**config.mk**
```make
export PLATFORM = sky130hd
export DESIGN_NAME = rieu_ctrl
export DESIGN_NICKNAME = d
export VERILOG_FILES = /design/src/hdl/rieu_pkg.sv /design/src/hdl/rieu_ctrl.sv
export VERILOG_INCLUDE_DIRS = /design/src /design/src/hdl
export SDC_FILE = /design/constraint.sdc
export NUM_CORES = 1
export LEC_CHECK = 0
export BUFFER_PORTS_ARGS = -buffer_cell sky130_fd_sc_hd__buf_2
export CORE_AREA = 2 2 39 41
export CTS_CLUSTER_DIAMETER = 80
export DETAILED_ROUTE_END_ITERATION = 8
export DIE_AREA = 0 0 41 43
export PLACE_DENSITY = 0.36
export RECOVER_POWER = 100
export SYNTH_ARGS = -nofsm -noshare
export SYNTH_HDL_FRONTEND = slang
export SYNTH_SLANG_ARGS = --single-unit
```
**constraint.sdc**
```tcl
create_clock -name clock -period 1.3 [get_ports clock]
set_input_delay 0.26 -clock clock [delete_from_list [all_inputs] [get_ports clock]]
set_output_delay 0.26 -clock clock [all_outputs]
set_load 0.01 [all_outputs]
```
**src/hdl/assert_macros.svh**
```systemverilog
// ---------------------------------------------------------------------------
// Assertion macros
// Shared concurrent assertion wrappers for the execute unit.
// ---------------------------------------------------------------------------
`ifndef ASSERT_MACROS_SVH
`define ASSERT_MACROS_SVH

// Clocked assertion, disabled while reset is high.
`define RIEU_ASSERT(lbl, clk, rst, prop) \
   lbl: assert property (@(posedge clk) disable iff (rst) prop) \
      else $error("execute unit assertion failed");

// Clocked assertion that also holds during reset.
`define RIEU_ASSERT_ALWAYS(lbl, clk, prop) \
   lbl: assert property (@(posedge clk) prop) \
      else $error("execute unit assertion failed");

`endif

```
**src/hdl/rieu_pkg.sv**
```systemverilog
// ---------------------------------------------------------------------------
// Execute unit package
// Types and constants shared by the controller, datapath and top level.
// ---------------------------------------------------------------------------
package rieu_pkg;

   typedef enum logic [5:0] {
      OP_NOP = 6'd0, OP_ADD = 6'd1, OP_SUB = 6'd2, OP_MUL = 6'd3, OP_MULU = 6'd4,
      OP_DIV = 6'd5, OP_MOD = 6'd6, OP_DIVU = 6'd7, OP_MODU = 6'd8, OP_AND = 6'd9,
      OP_ANDI = 6'd10, OP_OR = 6'd11, OP_ORI = 6'd12, OP_NOR = 6'd13, OP_XOR = 6'd14,
      OP_XORI = 6'd15, OP_ADDI = 6'd16, OP_SHR = 6'd17, OP_ASR = 6'd18, OP_SHL = 6'd19,
      OP_SHLR = 6'd20, OP_MOVN = 6'd21, OP_MOVZ = 6'd22, OP_SEH = 6'd23, OP_SEB = 6'd24,
      OP_SLTIU = 6'd25, OP_SLTI = 6'd26, OP_SLTU = 6'd27, OP_SLT = 6'd28, OP_LDI = 6'd29,
      OP_LDIHI = 6'd30, OP_IJMPHI = 6'd31, OP_JEQ = 6'd32, OP_JEQZ = 6'd33,
      OP_JGTZ = 6'd34, OP_JGEZ = 6'd35, OP_JLEZ = 6'd36, OP_JLTZ = 6'd37,
      OP_JNE = 6'd38, OP_JNEZ = 6'd39, OP_CALL = 6'd40, OP_CALLR = 6'd41,
      OP_JUMPR = 6'd42, OP_JUMP = 6'd43
   } op_type;

   typedef struct packed {
      logic [5:0]         operation;
      logic [5:0]         src_index;
      logic [5:0]         tgt_index;
      logic [5:0]         dst_index;
      logic [5:0]         aux_index;
      logic signed [31:0] immediate;
      logic [25:0]        jump_field;
   } req_type;

   typedef struct packed {
      logic [31:0] next_pc;
      logic        branch_taken;
      logic        write_enable;
      logic [6:0]  write_index;
      logic [31:0] write_value;
      logic        second_write_enable;
      logic [6:0]  second_write_index;
      logic [31:0] second_write_value;
      logic        divide_by_zero;
   } rsp_type;

   typedef enum logic [2:0] {
      S_IDLE, S_EXEC, S_DIV, S_DONE, S_WB2
   } state_type;

   typedef struct packed {
      logic load;
      logic div_start;
      logic commit;
      logic wb2;
   } ctrl_cmd_type;

   typedef struct packed {
      logic div_go;
      logic div_busy;
      logic need_wb2;
   } dp_status_type;

   localparam logic [6:0]  LATCH_IDX   = 7'd64;
   localparam logic [6:0]  BASE_IDX    = 7'd65;
   localparam logic [5:0]  LINK_REG    = 6'd31;
   localparam logic [31:0] IMM_LO_MASK = 32'h0000_3FFF;
   localparam logic [31:0] HI_KEEP     = 32'hFFFF_C000;
   localparam logic [31:0] PC_REGION   = 32'hF000_0000;
   localparam logic [31:0] PC_STEP     = 32'd4;

endpackage

```
**src/hdl/rieu_ctrl.sv**
```systemverilog
// ---------------------------------------------------------------------------
// Execute unit controller
// Sequences load, execute, divide, commit and second write-back.
// ---------------------------------------------------------------------------
`include "assert_macros.svh"

module rieu_ctrl (
   input  logic                    clock,
   input  logic                    reset,
   input  logic                    req_valid,
   output logic                    req_ready,
   output logic                    rsp_valid,
   input  logic                    rsp_ready,
   input  rieu_pkg::dp_status_type status,
   output rieu_pkg::ctrl_cmd_type  cmd
);
   import rieu_pkg::*;

   state_type state_ff, state_in;
   logic      rsp_valid_ff, rsp_valid_in;
   logic      out_free;

   assign out_free = !rsp_valid_ff || rsp_ready;

   always_comb begin
      state_in = state_ff;
      unique case (state_ff)
         S_IDLE: if (req_valid) begin
            state_in = S_EXEC;
         end
         S_EXEC: state_in = status.div_go ? S_DIV : S_DONE;
         S_DIV:  if (!status.div_busy) begin
            state_in = S_DONE;
         end
         S_DONE: if (out_free) begin
            state_in = status.need_wb2 ? S_WB2 : S_IDLE;
         end
         S_WB2:  state_in = S_IDLE;
         default: state_in = S_IDLE;
      endcase
   end

   always_comb begin
      req_ready     = (state_ff == S_IDLE);
      cmd.load      = (state_ff == S_IDLE) && req_valid;
      cmd.div_start = (state_ff == S_EXEC) && status.div_go;
      cmd.commit    = (state_ff == S_DONE) && out_free;
      cmd.wb2       = (state_ff == S_WB2);
      rsp_valid_in  = rsp_valid_ff;
      if (cmd.commit) begin
         rsp_valid_in = 1'b1;
      end else if (rsp_ready) begin
         rsp_valid_in = 1'b0;
      end
   end

   always_ff @(posedge clock) begin
      if (reset) begin
         state_ff     <= S_IDLE;
         rsp_valid_ff <= 1'b0;
      end else begin
         state_ff     <= state_in;
         rsp_valid_ff <= rsp_valid_in;
      end
   end

   assign rsp_valid = rsp_valid_ff;

   `RIEU_ASSERT(a_commit_free, clock, reset, cmd.commit |-> (!rsp_valid_ff || rsp_ready))
   `RIEU_ASSERT(a_div_starts, clock, reset, cmd.div_start |=> status.div_busy)
   `RIEU_ASSERT(a_wb2_after_commit, clock, reset, (state_ff == S_WB2) |-> rsp_valid_ff)
endmodule

```
==> impl_metrics.py, run 1 <==
metrics = {
    "synth": {
        "ys_ff_latch": 4,
        "synth.avg_cell_area_um2": 9.05,
        "netlist_area_um2": 235,
        "syn-num-nets": 33,
        "muxShareOfSynthArea_pct": 0,
        "synth_adder_area_share_pct": 0,
        "synthXorXnorAreaFrac_pct": 0,
        "synth-seq-area-share_pct": 34.0,
        "synthCells": 26,
        "yosys_warnings": 0,
        "synth_cell_type_count": 17,
        "synth_top_family_by_area": "simple AND/OR/NAND/NOR gates",
        "synth-simple-area-share_pct": 46.8,
        "synth-compound-area-share_pct": 16.0,
    },
    "floorplan": {
        "initial_core_util_pct": 17.0,
        "die_area_um2": 1760,
        "io_pins": 13,
        "rows": 14,
        "die_y_um": 43,
        "die_x_um": 41,
        "coreArea_um2": 1380,
    },
    "sta": {
        "finalHoldViolCount": 0,
        "post-route-min-period_ns": 1.26,
        "drv_slew": 0,
        "rsz0062_at_grt": "true",
        "clock_skew_ns": 0.00779,
        "slew_headroom_pct": 84.2,
        "fmax_mhz": 791,
        "setup_viol": 0,
        "fin_crit_sh_pct": 97.2,
        "worstMarginPinSlew_ns": 0.234,
    },
    "clocking": {
        "clockBufferDepth": 2,
        "htree_levels": 1,
        "cts.sinks": 4,
        "insertion_delay_ns": 0.24,
        "cts-hold-fix-buffers": 0,
        "cts-root-buf": "clkbuf_4",
        "cts_tree": "yes",
        "path_clk_slew_ns": 0.04,
        "cts_setup_buffers": 0,
        "cts-buffers-inserted": 3,
    },
    "worst_setup_path": {
        "worst_ep_required_time_ns": 1.04,
        "cp_max_fo": 8,
        "path_delay_family": "flip-flops",
        "crit_cells": 3,
        "timing.critical_path.buf_inv": 1,
        "slowest_stage": "dfxtp_4",
        "r2r_cells": 3,
        "end_kind": "output pin",
        "slowest_delay_ns": 0.36,
        "setup.worst_path.start_class": "register",
        "crit_type": "register to output pin",
        "path_cells": "nor3_2 > and2_1 > buf_2",
        "arrival_ns": 1.00,
    },
    "power": {
        "intPower_uw": 283,
        "p_total_uw": 395,
        "p_leak_nw": 0.161,
        "seq_power_share_pct": 40.4,
        "clkPwrFrac_pct": 39.4,
        "switchingPower_uw": 112,
        "vdd_drop_max_v": 0.000354,
        "power.density_nw_per_um2": 1170,
        "combPwrFrac_pct": 20.2,
        "switching_share_pct": 28.3,
    },
    "place": {
        "hpwl_um": 426,
        "io_buffers": 12,
        "gp_congestion": 0.570,
        "place_inst": 53,
    },
    "final_layout": {
        "nets": 49,
        "fin_cells": 56,
        "antennaDiodeCount": 0,
        "areaGrowthSynthToFinish_pct": 43.6,
        "drive_gt1_share_pct": 50.0,
    },
    "detailed_routing": {
        "via_count": 237,
        "drt-total-wl_um": 536,
        "ant_nets": 0,
        "avgRoutedWirePerCell_um": 9.57,
        "drc_errors": 0,
        "drtIter0Drc": 5,
        "dr.pass1.iters": 3,
        "vias_per_cell": 4.23,
    },
    "grt": {
        "grt_pass1_wl_um": 807,
        "grt_use_total_pct": 7.73,
        "overflow": 0,
        "grt_pass1_vias": 207,
        "grt_antenna_before_repair": 0,
        "grt_start_max_net_pins": 9,
    },
    "min_path": {
        "holdPathStages": 2,
        "hold_class": "input port to register",
    },
    "outcome": {
        "outcome": "finished, final reports clean",
    },
    "flow_run": {
        "max_cap_viol_count": 0,
    },
}
Yosys cell counts:
| cell type | n | area share (%) |
|---|---|---|
| and3_1 | 1 | 2.7 |
| buf_4 | 1 | 3.2 |
| nor3b_1 | 1 | 3.2 |
| o21ai_1 | 1 | 2.1 |
| nor4b_2 | 1 | 6.4 |
| and2_1 | 1 | 2.7 |
| nand3b_4 | 1 | 8.5 |
| nor3_1 | 2 | 4.3 |
| o21ai_0 | 1 | 2.1 |
| dfxtp_1 | 4 | 34 |
| nand3_1 | 1 | 2.1 |
| o311ai_2 | 1 | 6.9 |
| a21oi_1 | 1 | 2.1 |
| nor2_1 | 4 | 6.4 |
| nand2b_1 | 1 | 2.7 |
| nor2b_1 | 3 | 8.0 |
| a31oi_1 | 1 | 2.7 |
layout by cell type, fill, tap and decap left out:
cell       n
buf_2     10
nor2b_1    3
nor2_1     3
clkbuf_4   3
o21ai_0    2
clkbuf_1   2
dfxtp_4    2
nand3b_4   1
nor2_2     1
nor3_2     1
nor3b_1    1
and2_1     1
and3_1     1
nand2b_1   1
a21oi_1    1
nand3_1    1
nor3_1     1
o311ai_2   1
a31oi_1    1
nor4b_1    1
dfxtp_1    1
dfxtp_2    1
worst reg2reg max path: cells and delay by family (launching register included):
family	cells	cell delay, ns
flops	1	0.36
compound gates	2	0.31
simple gates	1	0.13
metrics by stage:
stage          utilization (%)  hold slack [ns]  cell area [um2]  worst slack (ns)  setup TNS [ns]
3_3_place_gp              22.2            0.541              308             0.180               0
2_1_floorplan                -            0.329              235            0.0998               0
3_5_place_dp              22.2            0.539              308             0.178               0
6_report                  24.4            0.294              338            0.0361               0
5_1_grt                   24.4            0.297              338           -0.0268         -0.0552
4_1_cts                   24.5            0.299              339            0.0171               0
state kept, by name (all words and copies together), names as in the netlist:
name       flops
rsp_valid      1
state_ff       3
layer usage:
layer,global-route usage (%),share of wire (%),up-vias
met5,0,0,-
met4,8.00,1.1,0
met3,4.71,14,2
met2,9.06,41,12
met1,8.68,44,100
li1,-,-,123
final timing paths:
| path | start | to | slack, ns |
|---|---|---|---|
| worst max-delay path | state_ff[1]$_SDFFE_PP0P_ | cmd[3] | 0.04 |
| worst min-delay path | reset | rsp_valid$_SDFFE_PP0P_ | 0.29 |
| worst max register to register | state_ff[1]$_SDFFE_PP0P_ | state_ff[0]$_SDFFE_PP0P_ | 0.38 |
| worst min register to register | state_ff[1]$_SDFFE_PP0P_ | state_ff[1]$_SDFFE_PP0P_ | 0.50 |
final cells by class:
| type | instances | area (um2) |
|---|---|---|
| Multi-Input combinational cell | 21 | 149 |
| Tap cell | 16 | 20.0 |
| Fill cell | 164 | 1050 |
| Sequential cell | 4 | 88.8 |
| Clock buffer | 3 | 22.5 |
| Timing Repair Buffer | 12 | 57.6 |
kinds of logic after synthesis:
group | after synthesis
AND/OR/NAND/NOR | 16
buffers and inverters | 1
AO/OA/AOI/OAI | 5
flip-flops | 4
power groups by stage:
stage	Clock (mW)	Sequential (mW)	Combinational, mW
3_3_place_gp	0	0.157	0.0817
4_1_cts	0.163	0.159	0.0828
5_1_grt	0.172	0.163	0.0892
3_5_place_dp	0	0.158	0.0808
6_report	0.155	0.160	0.0798
2_1_floorplan	0	0.155	0.0501
what timing repair did:
item,4_1_cts,5_1_grt
resized for setup,4,3
endpoints found under the hold margin,0,0
endpoints found under the setup margin,3,3
Power figures use the tool's default switching activity.
==> run 2, diff against run 1 <==
--- a/config.mk
+++ b/config.mk
@@ -11,6 +11,7 @@
 export CTS_CLUSTER_DIAMETER = 80
 export DETAILED_ROUTE_END_ITERATION = 8
 export DIE_AREA = 0 0 41 43
+export GPL_TIMING_DRIVEN = 0
 export PLACE_DENSITY = 0.36
 export RECOVER_POWER = 100
 export SYNTH_ARGS = -nofsm -noshare
==> constraint.sdc (replaced) <==
create_clock -name clock -period 1.18 [get_ports clock]
set_input_delay 0.236 -clock clock [delete_from_list [all_inputs] [get_ports clock]]
set_output_delay 0.236 -clock clock [all_outputs]
set_load 0.01 [all_outputs]
==> run 2 against run 1 <==
Compared with the run above:
- the flow now finishes with violations (setup timing)
- routed wire length rose by 8.8%
- clock-buffer cell count did not move
- die area did not move
- flip-flop and latch count did not move
- non-clock buffer count rose by 5
- power rose by 17%
- register-to-register slack got worse by 0.33 ns
- clock skew fell by 0.0042 ns
- global-route usage rose by 0.50 points
- final area rose by 26%
- via count rose by 11%
- core utilization rose by 6.4 points
- critical endpoint unchanged
- largest cell class unchanged
==> impl_metrics.py, run 2 (synthesis gave the netlist of run 1 again) <==
metrics = {
    "outcome": {
        "outcome": "finished with violations",
        "violations": "setup timing",
    },
    "sta": {
        "worstMarginPinSlew_ns": 0.210,
        "clock_skew_ns": 0.00360,
        "setup_viol": 3,
        "fin_ws_ns": -0.0679,
        "tns_ns": -0.133,
        "rsz0062_at_grt": "true",
        "fin_crit_sh_pct": 106,
        "post-route-min-period_ns": 1.25,
        "finalHoldViolCount": 0,
        "drv_slew": 0,
        "slew_headroom_pct": 85.9,
        "fmax_mhz": 801,
    },
    "floorplan": {
        "coreArea_um2": 1380,
        "die_x_um": 41,
        "initial_core_util_pct": 17.0,
        "rows": 14,
        "die_area_um2": 1760,
        "io_pins": 13,
        "die_y_um": 43,
    },
    "place": {
        "io_buffers": 12,
        "gp_congestion": 0.606,
        "hpwl_um": 407,
    },
    "grt": {
        "overflow": 0,
        "grt_pass1_vias": 239,
        "grt_pass1_wl_um": 959,
        "grt_antenna_before_repair": 0,
        "grt_start_max_net_pins": 9,
        "grt_use_total_pct": 8.23,
    },
    "clocking": {
        "cts.sinks": 4,
        "cts_tree": "yes",
        "insertion_delay_ns": 0.23,
        "cts-root-buf": "clkbuf_4",
        "htree_levels": 1,
        "clockBufferDepth": 2,
        "cts-buffers-inserted": 3,
        "path_clk_slew_ns": 0.03,
    },
    "flow_run": {
        "max_cap_viol_count": 0,
    },
    "power": {
        "p_total_uw": 463,
        "power.density_nw_per_um2": 1090,
        "vdd_drop_max_v": 0.000639,
        "p_leak_nw": 0.215,
    },
    "worst_setup_path": {
        "crit_type": "register to output pin",
        "setup.worst_path.start_class": "register",
        "cp_max_fo": 5,
        "arrival_ns": 1.01,
        "worst_ep_required_time_ns": 0.94,
        "end_kind": "output pin",
    },
    "final_layout": {
        "antennaDiodeCount": 0,
        "layout_commonest_cell": "buf_2",
        "nets": 54,
        "fin_util_pct": 30.8,
        "fillers": 152,
        "largest_reg_flops": 3,
        "areaGrowthSynthToFinish_pct": 81.4,
        "regMostFlops": "state_ff",
        "drive_gt1_share_pct": 66.7,
        "mostFrequentLayoutCells": "10 x buf_2, 5 x buf_4, 3 x nor2_1, 3 x clkbuf_4, 3 x dfxtp_4",
    },
    "detailed_routing": {
        "via_count": 264,
        "vias_per_cell": 4.33,
        "drtIter0Drc": 1,
        "drc_errors": 0,
        "ant_nets": 0,
        "drt-total-wl_um": 583,
        "avgRoutedWirePerCell_um": 9.56,
        "dr.pass1.iters": 2,
    },
    "min_path": {
        "hold_class": "input port to register",
    },
}
run 2: through the flow:
| stage | hold WS (ns) | instance area, um2 | cells | setup slack [ns] |
|---|---|---|---|---|
| after global placement | 0.503 | 315 | 54 | -0.0168 |
| after detailed placement | 0.506 | 315 | 54 | -0.00413 |
| after CTS | 0.254 | 413 | 62 | -0.0771 |
| after floorplan | 0.305 | 235 | 26 | 0.00381 |
| after global routing | 0.274 | 427 | 61 | -0.156 |
| final | 0.270 | 427 | 61 | -0.0679 |
run 2: timing repair:
| action | CTS | global route |
|---|---|---|
| hold buffers | 0 | 0 |
| pin swaps | 1 | 2 |
| buffers inserted | 5 | 0 |
| gates cloned | 0 | 0 |
| setup endpoints to repair | 5 | 5 |
| resized for setup | 12 | 4 |
run 2: layer usage:
metal,GRT usage (%),vias up,routed length (um)
li1,-,135,-
met2,11.9,14,255
met4,0,0,0
met1,9.32,115,250
met5,0,-,0
met3,7.85,0,76
run 2: worst paths after layout:
| path | cells after the start | to | slack (ns) | from |
|---|---|---|---|---|
| max | 3 | cmd[3] | -0.07 | state_ff[2]$_SDFFE_PP0P_ |
| min | 2 | rsp_valid$_SDFFE_PP0P_ | 0.27 | reset |
| min reg2reg | 1 | state_ff[1]$_SDFFE_PP0P_ | 0.53 | state_ff[0]$_SDFFE_PP0P_ |
| max reg2reg | 4 | state_ff[2]$_SDFFE_PP0P_ | 0.05 | state_ff[2]$_SDFFE_PP0P_ |
run 2: final cells by class:
class | instances | area [um2] | share of cell area (%)
Tap cell | 16 | 20.0 | 4.69
Multi-Input combinational cell | 21 | 189 | 44.3
Timing Repair Buffer | 17 | 103 | 24.0
Sequential cell | 4 | 92.6 | 21.7
Clock buffer | 3 | 22.5 | 5.28
run 2: power by group:
part           total (mW)  internal [mW]  switching (mW)  leakage (nW)
Sequential          0.179          0.150          0.0290        0.0353
Clock               0.160          0.113          0.0471        0.0138
Combinational       0.124         0.0698          0.0542         0.166
run 2: critical path: stages, from the launching register on:
cell and delay (ns):
dfxtp_4 0.35, nor3_4 0.18, and2_1 0.13, buf_2 0.12
